### src/hdl/opc_pkg.sv
`default_nettype none

package opc_pkg;

    localparam int MAX_WIDTH   = 4096;
    localparam int MAX_HEIGHT  = 4096;
    localparam int COL_W       = $clog2(MAX_WIDTH);
    localparam int CNT_W       = 13;
    localparam int COLOR_W     = 8;
    localparam int FIFO_DEPTH  = 4;
    localparam int FIFO_PTR_W  = $clog2(FIFO_DEPTH);
    localparam int FIFO_CNT_W  = FIFO_PTR_W + 1;

    typedef logic [CNT_W-1:0]      t_count;
    typedef logic [COL_W-1:0]      t_col_idx;
    typedef logic [COLOR_W-1:0]    t_color;
    typedef logic [8:0]            t_window;
    typedef logic [FIFO_CNT_W-1:0] t_fifo_count;

    localparam t_count CNT_MAX = '1;

    // window bit = column * 3 + row; column 0 is the right side, row 0 the top
    localparam t_window WIN_LEFT   = 9'b111_000_000;
    localparam t_window WIN_RIGHT  = 9'b000_000_111;
    localparam t_window WIN_TOP    = 9'b001_001_001;
    localparam t_window WIN_BOTTOM = 9'b100_100_100;

    typedef enum logic [1:0] {
        CFG_FRAME_WIDTH  = 2'd0,
        CFG_FRAME_HEIGHT = 2'd1,
        CFG_INK_COLOR    = 2'd2,
        CFG_PAPER_COLOR  = 2'd3
    } t_cfg_index;

    typedef struct packed {
        t_window win;
        logic    last;
    } t_item;

    typedef struct packed {
        logic  valid;
        t_item item;
    } t_push;

    typedef struct packed {
        t_fifo_count count;
        t_item       head;
    } t_fifo_stat;

endpackage

`default_nettype wire

### src/hdl/opc_fifo.sv
`default_nettype none

module opc_fifo (
    input  logic                i_clk,
    input  logic                i_rst_n,
    input  opc_pkg::t_push      i_push,
    input  logic                i_pop,
    output opc_pkg::t_fifo_stat o_stat
);
    import opc_pkg::*;

    t_item r_data [FIFO_DEPTH];

    logic [FIFO_PTR_W-1:0] r_wr_ptr, r_rd_ptr;
    t_fifo_count           r_count;

    assign o_stat.count = r_count;
    assign o_stat.head  = r_data[r_rd_ptr];

    always_ff @(posedge i_clk) begin
        if (!i_rst_n) begin
            r_wr_ptr <= '0;
            r_rd_ptr <= '0;
            r_count  <= '0;
        end else begin
            if (i_push.valid) begin
                r_wr_ptr <= r_wr_ptr + 1'b1;
            end
            if (i_pop) begin
                r_rd_ptr <= r_rd_ptr + 1'b1;
            end
            r_count <= r_count + t_fifo_count'(i_push.valid) - t_fifo_count'(i_pop);
        end
    end

    always_ff @(posedge i_clk) begin
        if (i_push.valid) begin
            r_data[r_wr_ptr] <= i_push.item;
        end
    end

endmodule

`default_nettype wire

### config.mk
export PLATFORM = sky130hd
export DESIGN_NAME = opc_fifo
export DESIGN_NICKNAME = d
export VERILOG_FILES = /design/src/hdl/opc_pkg.sv /design/src/hdl/opc_fifo.sv
export SDC_FILE = /design/constraint.sdc
export NUM_CORES = 1
export LEC_CHECK = 0
export BUFFER_PORTS_ARGS = -buffer_cell sky130_fd_sc_hd__buf_2
export CAP_MARGIN = 20
export CORE_MARGIN = 1
export CORE_UTILIZATION = 50
export DETAILED_ROUTE_END_ITERATION = 8
export GPL_TIMING_DRIVEN = 0
export PLACE_DENSITY = 0.71
export SYNTH_ARGS = -nofsm -noshare
export SYNTH_HDL_FRONTEND = slang
export SYNTH_SLANG_ARGS = --single-unit
### constraint.sdc
create_clock -name i_clk -period 2.28 [get_ports i_clk]
set_input_delay 0.456 -clock i_clk [delete_from_list [all_inputs] [get_ports i_clk]]
set_output_delay 0.456 -clock i_clk [all_outputs]
set_load 0.02 [all_outputs]
==> reports/qor.yml <==
arrival_time_reported_for_the_critical_path_endpoint_ns: 1.52
dp.cells: 165
clock-sinks: 49
post_synth_edffs: 40
synth.yosys.seq_area_share_pct: 73.7
num_vias: 880
netSwitchingPower_mw: 0.436
power_frac_comb_pct: 15.5
tightestPinTransition_ns: 0.529
drv.max_cap_violation_count: 0
design.die.area_sq_um: 4000
critical-path-max-stage-delay_ns: 0.52
cts_root_buf: "clkbuf_8"
cts_resized: 0
synth_register_bits: 49
standard_cell_core_area_sq_um: 3470
critPathRequiredTime_ns: 1.82
finalWeightedCongestion: 0.671
final_layout_size_suffix_gt1_share_pct: 35.4
worst_setup_path_start_kind: "flip-flop"
n_fill_cell: 266
finalCritPeriodShare_pct: 86.5
wire_length_of_the_first_global_routing_pass_um: 4460
clock_skew_ns: 0.00926
drc: 0
p_per_area_nw_per_um2: 844
design.portCount: 27
report.final.slew_viol_count: 0
final_hold_viol_count: 0
design.final.nets: 147
fmax_mhz: 507
fin_setup_tns_ns: 0
run_status: "finished clean"
cp_cell_sequence: "buf_6 -> mux4_2 -> buf_2"
cts_tree: "built"
cts_made_buffers: 5
cp_max_fo: 10
syn_area_per_cell_sq_um: 20.2
drt-vias-per-instance: 5.09
cts.hold.buffers_added: 0
hold_class: "in2reg"
static-leakage-power_nw: 0.786
detailedRoute.firstPassIterationCount: 4
synthCells: 93
dominant_cell_by_count_in_the_synthesized_netlist: "edfxtp_1"
critical_path.top_delay_family: "multiplexers"
die_h_um: 63.2
post_synth_num_cell_types: 16
drt.antenna.violating_nets: 0
dr.first_iter.drc_count: 26
power.ir.vdd_worst_v: 0.000629
vias_in_the_first_global_route: 960
clkLatencyLatePin_ns: 0.30
worst-setup-path-type: "reg2out"
max-slew-margin-rel_pct: 64.8
drt-wirelength-per-cell_um: 15.5
syn_area_sq_um: 1870
setup_viol: 0
route.final.wire_length_um: 2680
clock_power_share_pct: 26.5
ys_top_cells_by_area: "edfxtp_1 64%, mux4_2 12%, dfxtp_1 9.6%"
num_antenna_cells: 0
postSynth.topFlopCell: "edfxtp_1"
port-buffer-count: 26
final_core_util_pct: 61.9
synth_top_area_share_pct: 64.1
start_util_pct: 54.0
synth.net_count: 114
fp.dieW_um: 63.2
row_count: 21
min_clock_period_post_route_ns: 1.97
top_cells_by_instance_count_after_synthesis: "40 x edfxtp_1, 10 x mux4_2, 9 x dfxtp_1, 7 x inv_1"
path_clk_slew_ns: 0.08
globalRouteTotalUtil_pct: 15.6
hpwlAfterDp_um: 1820
power.share.sequential_pct: 57.9
worst_setup_path_end_kind: "output pin"
yosysWarnings: 0
grt_start_max_net_pins: 15
grt-ovfl-total: 0
area.growth.synth_to_final_pct: 14.5
post-synth-top-area-cell: "edfxtp_1"
critPathSlowestCell: "mux4_2"
timing.critical_path.buf_inv: 2
switching_power_share_of_the_total_pct: 24.1
rsz0062_at_grt: "no"
final_cells: 173
post-cts-setup-buffer-count: 0
cts_max_path_buffers: 2
initial_antenna_violation_count: 0
internal-power_mw: 1.38
cts.htree.levels: 2
synth_async_sr_flop_share_pct: 0
## area by class of cell
class | instances | area, sq um | area share (%)
clock inverters | 1 | 7.51 | 0.350
plain buffers | 2 | 16.3 | 0.758
inverters | 7 | 26.3 | 1.22
flip-flops and latches | 49 | 1380 | 64.4
repair buffers | 26 | 130 | 6.06
multi-input cells | 35 | 450 | 21.0
well taps | 46 | 57.6 | 2.68
clock buffers | 7 | 76.3 | 3.56
## placed cells by master, fill, tap and decap left out, types with 2 or more instances in the layout
| cell type | count |
|---|---|
| and2_1 | 6 |
| buf_2 | 26 |
| clkbuf_1 | 2 |
| clkbuf_8 | 5 |
| dfxtp_1 | 9 |
| edfxtp_1 | 40 |
| ha_1 | 6 |
| inv_1 | 7 |
| mux4_2 | 10 |
| nor2_1 | 5 |
| xnor2_1 | 2 |
## metrics by stage
step | hold WS (ns) | instance area [sq um] | setup WS [ns] | power (mW)
after floorplan | 0.499 | 1870 | 0.473 | 1.27
after global placement | 0.517 | 2060 | 0.349 | 1.34
after detailed placement | 0.557 | 2060 | 0.269 | 1.36
after CTS | 0.366 | 2150 | 0.282 | 1.83
after global routing | 0.368 | 2150 | 0.242 | 1.89
final | 0.373 | 2150 | 0.308 | 1.81
## power groups by stage
stage / logic (mW) / clock network, mW / registers [mW]
after floorplan: 0.182 / 0 / 1.08
after global placement: 0.276 / 0 / 1.07
after detailed placement: 0.287 / 0 / 1.07
after CTS: 0.287 / 0.491 / 1.05
after global routing: 0.311 / 0.520 / 1.06
final: 0.281 / 0.481 / 1.05
## sequential cells by signal, summed over array words and instances, names as in the netlist, named ones only
signal    flops
r_data       40
r_wr_ptr      2
r_count       3
r_rd_ptr      2
## cell families after synthesis
logic type | count (synthesis) | share of synthesized area (%)
mux | 11 | 12.6
buf+inv | 9 | 2.27
simple gates | 12 | 3.41
xor+xnor | 3 | 2.20
compound gates | 2 | 0.801
flops | 49 | 73.7
fa+ha+maj | 7 | 5.07
## worst reg2reg max path, cell delays in order, from the launching register on
cell and delay (ns):
dfxtp_1 0.34, inv_1 0.05, ha_1 0.27, inv_1 0.04
ha_1 0.18, fa_1 0.39, xor3_1 0.36, nor2_1 0.10
## worst paths after layout
check                      startpoint                  endpoint  slack, ns  cells past startpoint
max reg2reg     r_count[0]$_SDFF_PN0_     r_count[2]$_SDFF_PN0_       0.51                      7
min reg2reg  r_wr_ptr[1]$_SDFFE_PN0P_  r_wr_ptr[1]$_SDFFE_PN0P_       0.57                      2
max                         flip-flop                 o_stat[5]       0.31                      3
min                         i_push[0]    r_data[2][0]$_DFFE_PP_       0.37                      1
## per-layer routing
layer  routed length [um]  GRT usage, %  vias to the layer above
li1                     -             -                      414
met1                 1090          17.3                      432
met2                 1400          26.7                       27
met3                  139          3.80                        7
met4                   51          9.66                        0
met5                    0             0                        -
(Power assumes the default switching activity.)
