$ cat src/hdl/opc_pkg.sv
`default_nettype none

package opc_pkg;

    localparam int MAX_WIDTH   = 4096;
    localparam int MAX_HEIGHT  = 4096;
    localparam int COL_W       = $clog2(MAX_WIDTH);
    localparam int CNT_W       = 13;
    localparam int COLOR_W     = 8;
    localparam int FIFO_DEPTH  = 4;
    localparam int FIFO_PTR_W  = $clog2(FIFO_DEPTH);
    localparam int FIFO_CNT_W  = FIFO_PTR_W + 1;

    typedef logic [CNT_W-1:0]      t_count;
    typedef logic [COL_W-1:0]      t_col_idx;
    typedef logic [COLOR_W-1:0]    t_color;
    typedef logic [8:0]            t_window;
    typedef logic [FIFO_CNT_W-1:0] t_fifo_count;

    localparam t_count CNT_MAX = '1;

    // window bit = column * 3 + row; column 0 is the right side, row 0 the top
    localparam t_window WIN_LEFT   = 9'b111_000_000;
    localparam t_window WIN_RIGHT  = 9'b000_000_111;
    localparam t_window WIN_TOP    = 9'b001_001_001;
    localparam t_window WIN_BOTTOM = 9'b100_100_100;

    typedef enum logic [1:0] {
        CFG_FRAME_WIDTH  = 2'd0,
        CFG_FRAME_HEIGHT = 2'd1,
        CFG_INK_COLOR    = 2'd2,
        CFG_PAPER_COLOR  = 2'd3
    } t_cfg_index;

    typedef struct packed {
        t_window win;
        logic    last;
    } t_item;

    typedef struct packed {
        logic  valid;
        t_item item;
    } t_push;

    typedef struct packed {
        t_fifo_count count;
        t_item       head;
    } t_fifo_stat;

endpackage

`default_nettype wire

$ cat src/hdl/opc_back.sv
`default_nettype none

module opc_back (
    input  logic                i_clk,
    input  logic                i_rst_n,
    input  opc_pkg::t_fifo_stat i_fifo,
    output logic                o_pop,
    input  opc_pkg::t_color     i_ink_color,
    input  opc_pkg::t_color     i_paper_color,
    output logic                o_valid,
    input  logic                i_stall,
    output opc_pkg::t_color     o_color_index,
    output logic                o_is_outline,
    output logic                o_last_of_frame
);
    import opc_pkg::*;

    function automatic logic classify(input t_window win);
        logic       n, s, w, e, nw, ne, sw, se, a, b, res;
        logic [2:0] sides;
        n  = win[3];
        s  = win[5];
        w  = win[7];
        e  = win[1];
        nw = win[6];
        ne = win[0];
        sw = win[8];
        se = win[2];
        sides = 3'(n) + 3'(s) + 3'(w) + 3'(e);
        if (n) begin
            a = nw;
            b = ne;
        end else if (s) begin
            a = sw;
            b = se;
        end else if (w) begin
            a = nw;
            b = sw;
        end else begin
            a = ne;
            b = se;
        end
        if (!win[4] || sides == 3'd0 || sides == 3'd4) begin
            res = 1'b0;
        end else if (sides == 3'd1) begin
            res = (a == b);
        end else begin
            res = (nw || ne || sw || se) || (w && e) || (n && s);
        end
        return res;
    endfunction

    logic r_valid;
    logic outline;

    assign o_pop   = (i_fifo.count != '0) && (!r_valid || !i_stall);
    assign outline = classify(i_fifo.head.win);
    assign o_valid = r_valid;

    always_ff @(posedge i_clk) begin
        if (!i_rst_n) begin
            r_valid <= 1'b0;
        end else if (o_pop) begin
            r_valid <= 1'b1;
        end else if (!i_stall) begin
            r_valid <= 1'b0;
        end
    end

    always_ff @(posedge i_clk) begin
        if (o_pop) begin
            o_color_index   <= outline ? i_ink_color : i_paper_color;
            o_is_outline    <= outline;
            o_last_of_frame <= i_fifo.head.last;
        end
    end

endmodule

`default_nettype wire

$ cat config.mk
export PLATFORM = sky130hd
export DESIGN_NAME = opc_back
export DESIGN_NICKNAME = d
export VERILOG_FILES = /design/src/hdl/opc_pkg.sv /design/src/hdl/opc_back.sv
export SDC_FILE = /design/constraint.sdc
export NUM_CORES = 1
export LEC_CHECK = 0
export BUFFER_PORTS_ARGS = -buffer_cell sky130_fd_sc_hd__buf_2
export CORE_MARGIN = 2
export CORE_UTILIZATION = 40
export CTS_CLUSTER_SIZE = 40
export DETAILED_ROUTE_END_ITERATION = 16
export HOLD_SLACK_MARGIN = 0.08
export PLACE_DENSITY = 0.71
export SKIP_CTS_REPAIR_TIMING = 1
export SLEW_MARGIN = 10
export SYNTH_ARGS = -nofsm -noshare
export SYNTH_HDL_FRONTEND = slang
export SYNTH_SLANG_ARGS = --single-unit
$ cat constraint.sdc
create_clock -name i_clk -period 2.5 [get_ports i_clk]
set_input_delay 0.125 -clock i_clk [delete_from_list [all_inputs] [get_ports i_clk]]
set_output_delay 0.125 -clock i_clk [all_outputs]
set_load 0.01 [all_outputs]
==> results.py, run 1 <==
metrics = {
    "finish": {
        "diodes": 0,
        "utilization_pct": 54.7,
        "drive_gt1_share_pct": 49.2,
        "finalNetCount": 168,
        "area_delta_synth_final_pct": 32.6,
    },
    "power": {
        "vdd_drop_max_mv": 0.265,
        "powerDensity_nw_per_um2": 526,
        "power_leakage_nw": 0.496,
    },
    "setup_path": {
        "criticalPathCategory": "in -> reg",
        "required_ns": 2.51,
        "cp-start-kind": "primary input",
        "cp_data_arrival_time_ns": 2.24,
        "cp-end-kind": "register",
        "crit_path_max_fanout": 10,
        "reg2regPathDepth": 2,
    },
    "cts": {
        "htreeDepth": 1,
        "path_clk_slew_ns": 0.07,
        "clk_latency_ns": 0.27,
        "cts.sinks": 11,
        "clockBufferDepth": 2,
        "cts_buffers": 3,
        "cts_tree": "done",
        "clk_root_buffer_cell": "clkbuf_4",
    },
    "floorplan": {
        "core_um2": 2150,
        "fp.dieArea_um2": 2610,
        "ioPinCount": 44,
        "fp.dieW_um": 51.1,
        "die_h_um": 51.1,
        "start_util_pct": 41.3,
        "floorplan.rows": 17,
    },
    "timing": {
        "finalClockSkew_ns": 0.00303,
        "fin_crit_ns": 2.23,
        "grt_setup_unrepaired": "no",
        "holdWs_ns": 0.106,
        "max_freq_ghz": 0.449,
        "finalMaxSlewViolations": 0,
        "finalHoldViolCount": 0,
        "period_share_pct": 89.1,
        "worst_pin_slew_ns": 0.617,
        "slew_headroom_pct": 58.6,
        "setup_viol": 0,
    },
    "yosys": {
        "synthFlopType": "edfxtp_1",
        "synth_most_common_cell": "edfxtp_1",
        "synth_area_um2": 887,
        "ys_warn_count": 0,
        "ys_seq_area_share_pct": 36.1,
        "syn_area_per_cell_um2": 10.4,
        "synth_area_leader_cell": "edfxtp_1",
        "async_reset_ff_share_pct": 0,
        "synth_edf_count": 10,
        "synth-seq-cells": 11,
        "synth.distinct_cells": 33,
        "synth_area_leaders": "edfxtp_1 34%, a221oi_1 7.9%, o2111ai_1 7.9%",
        "syn_inst": 85,
        "synth_nets": 120,
        "netlist.area_leader.share_pct": 33.9,
    },
    "grt": {
        "grt_start_max_net_pins": 17,
        "grt_pass1_vias": 962,
        "grt_usage_pct": 20.9,
        "grt_pass1_wl_mm": 4.14,
        "overflow": 0,
        "antenna_found_initial": 0,
    },
    "route": {
        "drc": 0,
        "dr.first_iter.drc_count": 44,
        "drtPass1Iterations": 4,
        "wirelength_mm": 2.49,
        "wl_per_cell_um": 15.6,
        "vias": 959,
        "ant_nets": 0,
        "routed_via_density": 5.99,
    },
    "run_status": {
        "outcome": "complete, no violations",
    },
    "min_path": {
        "hold_class": "in -> reg",
        "hold_depth": 2,
    },
    "placement": {
        "gp_congestion": 0.762,
        "dp_hpwl_mm": 1.84,
        "io_buffer_count": 43,
    },
    "run": {
        "maxCapViolations": 0,
    },
}
registers in the layout (all words and copies together) (netlist names):
| register | count |
|---|---|
| o_color_index | 8 |
| o_is_outline | 1 |
| o_last_of_frame | 1 |
| o_valid | 1 |
metrics by stage:
stage,TNS [ns],cell area [um2],setup slack [ns],power (W),cells
2_1_floorplan,0,887,0.207,0.000397,85
3_3_place_gp,0,1140,0.102,0.000486,155
3_5_place_dp,-0.0105,1140,-0.0105,0.000495,155
4_1_cts,0,1170,0.276,0.000615,159
5_1_grt,0,1180,0.0842,0.000660,160
6_report,0,1180,0.273,0.000619,160
path summary, 6_finish.rpt:
kind                                 from          endpoint  slack [ns]
worst max register to register    o_valid  o_color_index[1]        1.56
worst min-delay path              i_rst_n           o_valid        0.11
worst min register to register    o_valid           o_valid        0.48
worst max-delay path            i_fifo[4]  o_color_index[4]        0.27
cells by family (layout without fill, tap and decap cells):
| group | after synthesis | count (layout) | synth area share (%) |
|---|---|---|---|
| flops | 11 | 11 | 36.1 |
| fa+ha+maj | 3 | 3 | 5.08 |
| compound gates | 27 | 27 | 26.9 |
| buf+inv | 5 | 52 | 2.68 |
| simple gates | 39 | 39 | 29.2 |
where the power goes:
| group | switching (W) | internal [W] | total (W) |
|---|---|---|---|
| registers | 0.00000709 | 0.000240 | 0.000247 |
| clock network | 0.0000628 | 0.0000618 | 0.000125 |
| logic | 0.000148 | 0.000100 | 0.000248 |
| total | 0.000218 | 0.000401 | 0.000619 |
layout make-up:
| class | count | area [um2] |
|---|---|---|
| Inverter | 1 | 3.75 |
| Fill cell | 208 | 972 |
| Tap cell | 28 | 35.0 |
| Multi-Input combinational cell | 69 | 543 |
| Sequential cell | 11 | 320 |
| Clock buffer | 4 | 26.3 |
| Timing Repair Buffer | 47 | 248 |
routing by layer:
layer  wire length [um]  GRT usage, %  vias up
met1                973          25.7      427
li1                   -             -      468
met4                 17          9.46        0
met3                253          3.22        2
met2               1250          35.9       62
met5                  0             0        -
cells in the final DEF (no fill, tap or decap):
cell type      synthesis  layout
or4_4                  1       1
nor3_4                 1       1
nor3_2                 1       1
and2_1                 1       1
fa_1                   1       1
a21boi_0               1       1
o21a_1                 2       2
nand3_1                8       8
a311oi_1               1       1
clkbuf_1               2       1
nand2b_1               2       2
nor4bb_1               1       1
dfxtp_1                1       1
o21ai_2                1       1
nor3_1                 2       2
or3_2                  1       1
o21ai_1                1       1
and3_2                 8       8
a221oi_4               1       1
edfxtp_1              10      10
clkbuf_4               0       3
buf_4                  1       3
nand4_1                8       8
inv_1                  1       1
a21oi_1                3       3
a211oi_2               1       1
dlygate4sd3_1          0       1
o2111ai_1              8       8
or3_1                  1       1
nand2_1                2       2
nor2_1                 1       1
and2_2                 1       1
ha_1                   2       2
a221oi_1               8       8
buf_2                  1      43
critical path, cell delays in order:
cell and delay [ns]:
buf_2 0.15, fa_1 0.46, ha_1 0.19, ha_1 0.31
nor2_1 0.15, nand2_1 0.22, and3_2 0.28, a221oi_1 0.24
nand3_1 0.11
Power figures use the tool's default switching activity.
==> run 2: changes to the inputs <==
--- a/config.mk
+++ b/config.mk
@@ -6,12 +6,15 @@
 export NUM_CORES = 1
 export LEC_CHECK = 0
 export BUFFER_PORTS_ARGS = -buffer_cell sky130_fd_sc_hd__buf_2
+export CELL_PAD_IN_SITES_DETAIL_PLACEMENT = 1
+export CELL_PAD_IN_SITES_GLOBAL_PLACEMENT = 2
+export CORE_ASPECT_RATIO = 0.8
 export CORE_MARGIN = 2
-export CORE_UTILIZATION = 40
+export CORE_UTILIZATION = 26
 export CTS_CLUSTER_SIZE = 40
 export DETAILED_ROUTE_END_ITERATION = 16
 export HOLD_SLACK_MARGIN = 0.08
-export PLACE_DENSITY = 0.71
+export PLACE_DENSITY = 0.79
 export SKIP_CTS_REPAIR_TIMING = 1
 export SLEW_MARGIN = 10
 export SYNTH_ARGS = -nofsm -noshare
==> run 2 against run 1 <==
  * Sequential share of layout area decreased by 0.95 points
  * Die area increased by 49%
  * Flip-flop and latch count unchanged
  * Core utilization decreased by 16 points
  * Largest power group unchanged
==> results.py, run 2 (synthesis results as in run 1) <==
metrics = {
    "grt": {
        "grt_pass1_wl_mm": 4.89,
        "overflow": 0,
        "antenna_found_initial": 0,
        "grt_start_max_net_pins": 17,
        "grt_pass1_vias": 1032,
        "grt_usage_pct": 15.5,
    },
    "route": {
        "drc": 0,
        "drtPass1Iterations": 4,
        "wirelength_mm": 2.82,
        "dr.first_iter.drc_count": 28,
        "wl_per_cell_um": 16.3,
        "ant_nets": 0,
        "routed_via_density": 5.64,
        "vias": 976,
    },
    "power": {
        "power_leakage_nw": 0.511,
        "vdd_drop_max_mv": 0.151,
        "combPwrFrac_pct": 37.4,
        "seq_power_share_pct": 36.7,
        "pwr-share-clk_pct": 25.9,
        "p_int_w": 0.000451,
        "swShare_pct": 33.3,
        "finalPower_w": 0.000676,
        "p_switching_w": 0.000225,
        "powerDensity_nw_per_um2": 555,
    },
    "timing": {
        "period_share_pct": 90.6,
        "max_freq_ghz": 0.441,
        "grt_setup_unrepaired": "no",
        "fin_crit_ns": 2.27,
        "finalClockSkew_ns": 0.00111,
        "setup_viol": 0,
        "setup_ws_ns": 0.235,
        "finalHoldViolCount": 0,
        "slew_headroom_pct": 56.6,
        "finalMaxSlewViolations": 0,
        "worst_pin_slew_ns": 0.647,
    },
    "cts": {
        "cts_tree": "done",
        "clk_root_buffer_cell": "clkbuf_8",
        "clk_latency_ns": 0.24,
        "path_clk_slew_ns": 0.05,
        "cts_buffers": 3,
        "htreeDepth": 1,
        "clockBufferDepth": 2,
        "cts.sinks": 11,
    },
    "min_path": {
        "hold_class": "in -> reg",
        "hold_end": "o_valid",
        "hp-start": "i_rst_n",
        "hold_depth": 2,
    },
    "floorplan": {
        "fp.dieArea_um2": 3900,
        "start_util_pct": 27.9,
        "fp.dieW_um": 69.3,
        "ioPinCount": 44,
        "floorplan.rows": 18,
        "core_um2": 3180,
        "die_h_um": 56.2,
    },
    "finish": {
        "largest_register_ffs": 8,
        "fin_cells": 173,
        "finalNetCount": 169,
        "regMostFlops": "o_color_index",
        "final_common_cell": "buf_2",
        "layout_common_cells": "43 x buf_2, 10 x edfxtp_1",
        "fillers": 383,
        "drive_gt1_share_pct": 50.4,
        "final_cell_area_um2": 1220,
        "diodes": 0,
        "area_delta_synth_final_pct": 37.4,
    },
    "setup_path": {
        "criticalPathCategory": "in -> reg",
        "cp_num_buf_inv": 1,
        "cp-end-kind": "register",
        "crit_path_max_fanout": 10,
        "critPathLaunch": "i_fifo[2]",
        "max_stage_delay_ns": 0.47,
        "cp-start-kind": "primary input",
        "r2r_end": "o_color_index[5]",
        "r2r-start": "o_valid",
        "slowest_stage": "fa_1",
        "cp_common_cell": "ha_1",
        "reg2regPathDepth": 2,
        "crit_chain": "buf_2 -> fa_1 -> ha_1 -> ha_1 -> nor2_1 -> nand2_1 -> and3_2 -> a221oi_1 -> nand3_1",
        "required_ns": 2.47,
        "cp_data_arrival_time_ns": 2.23,
        "regToRegSetupSlack_ns": 1.41,
        "path_delay_family": "adder cells",
    },
    "placement": {
        "io_buffer_count": 43,
        "post-place-ws_ns": -0.0237,
        "dp_hpwl_mm": 2.24,
        "dp_cells": 168,
        "placed_area_um2": 1160,
        "gp_congestion": 0.746,
    },
    "run": {
        "maxCapViolations": 0,
    },
    "run_status": {
        "outcome": "complete, no violations",
    },
}
[run 2: changes by cell type in the layout (fill, tap and decap cells not counted)]
cell      before  now
buf_4          3    4
clkbuf_8       0    3
clkinv_2       0    1
clkbuf_1       1    0
clkbuf_4       3    0
[run 2: power by group through the flow]
| stage | Clock (W) | Sequential [W] | Combinational (W) |
|---|---|---|---|
| global route | 0.000192 | 0.000251 | 0.000281 |
| detailed placement | 0 | 0.000252 | 0.000252 |
| finish | 0.000175 | 0.000248 | 0.000253 |
| global placement | 0 | 0.000250 | 0.000245 |
| CTS | 0.000181 | 0.000249 | 0.000253 |
| floorplan | 0 | 0.000269 | 0.000128 |
[run 2: metal layers]
metal	vias up	routed length (um)	GRT usage, %	part of all wire (%)
li1	469	-	-	-
met2	27	1370	25.8	49
met4	0	16	4.20	0.57
met5	-	0	0	0
met3	2	113	3.99	4.0
met1	478	1320	19.9	47
[run 2: worst register-to-register path, cell delays in order (launching register included)]
cell and delay, ns:
dfxtp_1 0.31, a21oi_1 0.24, buf_4 0.24
[run 2: metrics by stage]
stage / hold WS, ns / setup TNS [ns] / utilization, %
after floorplan: 0.224 / 0 / -
after global placement: 0.306 / 0 / 36.6
after detailed placement: 0.314 / -0.0360 / 36.6
after CTS: 0.0673 / 0 / 38.1
after global routing: 0.136 / 0 / 38.4
final: 0.136 / 0 / 38.4
[run 2: worst max-delay path by stage]
stage,endpoint,slack [ns],cells after the start
after detailed placement,o_color_index[0],-0.02,9
final,o_color_index[0],0.23,9
after global placement,o_color_index[4],0.08,9
after CTS,o_color_index[0],0.24,9
after floorplan,o_color_index[0],0.21,9
after global routing,o_color_index[0],0.06,9
[run 2: layout make-up]
type / count / area, um2 / area share, %
flip-flops and latches: 11 / 320 / 26.3
multi-input cells: 69 / 543 / 44.6
inverters: 1 / 3.75 / 0.308
clock buffers: 3 / 41.3 / 3.39
repair buffers: 48 / 255 / 20.9
well taps: 40 / 50.0 / 4.11
clock inverters: 1 / 5.00 / 0.411
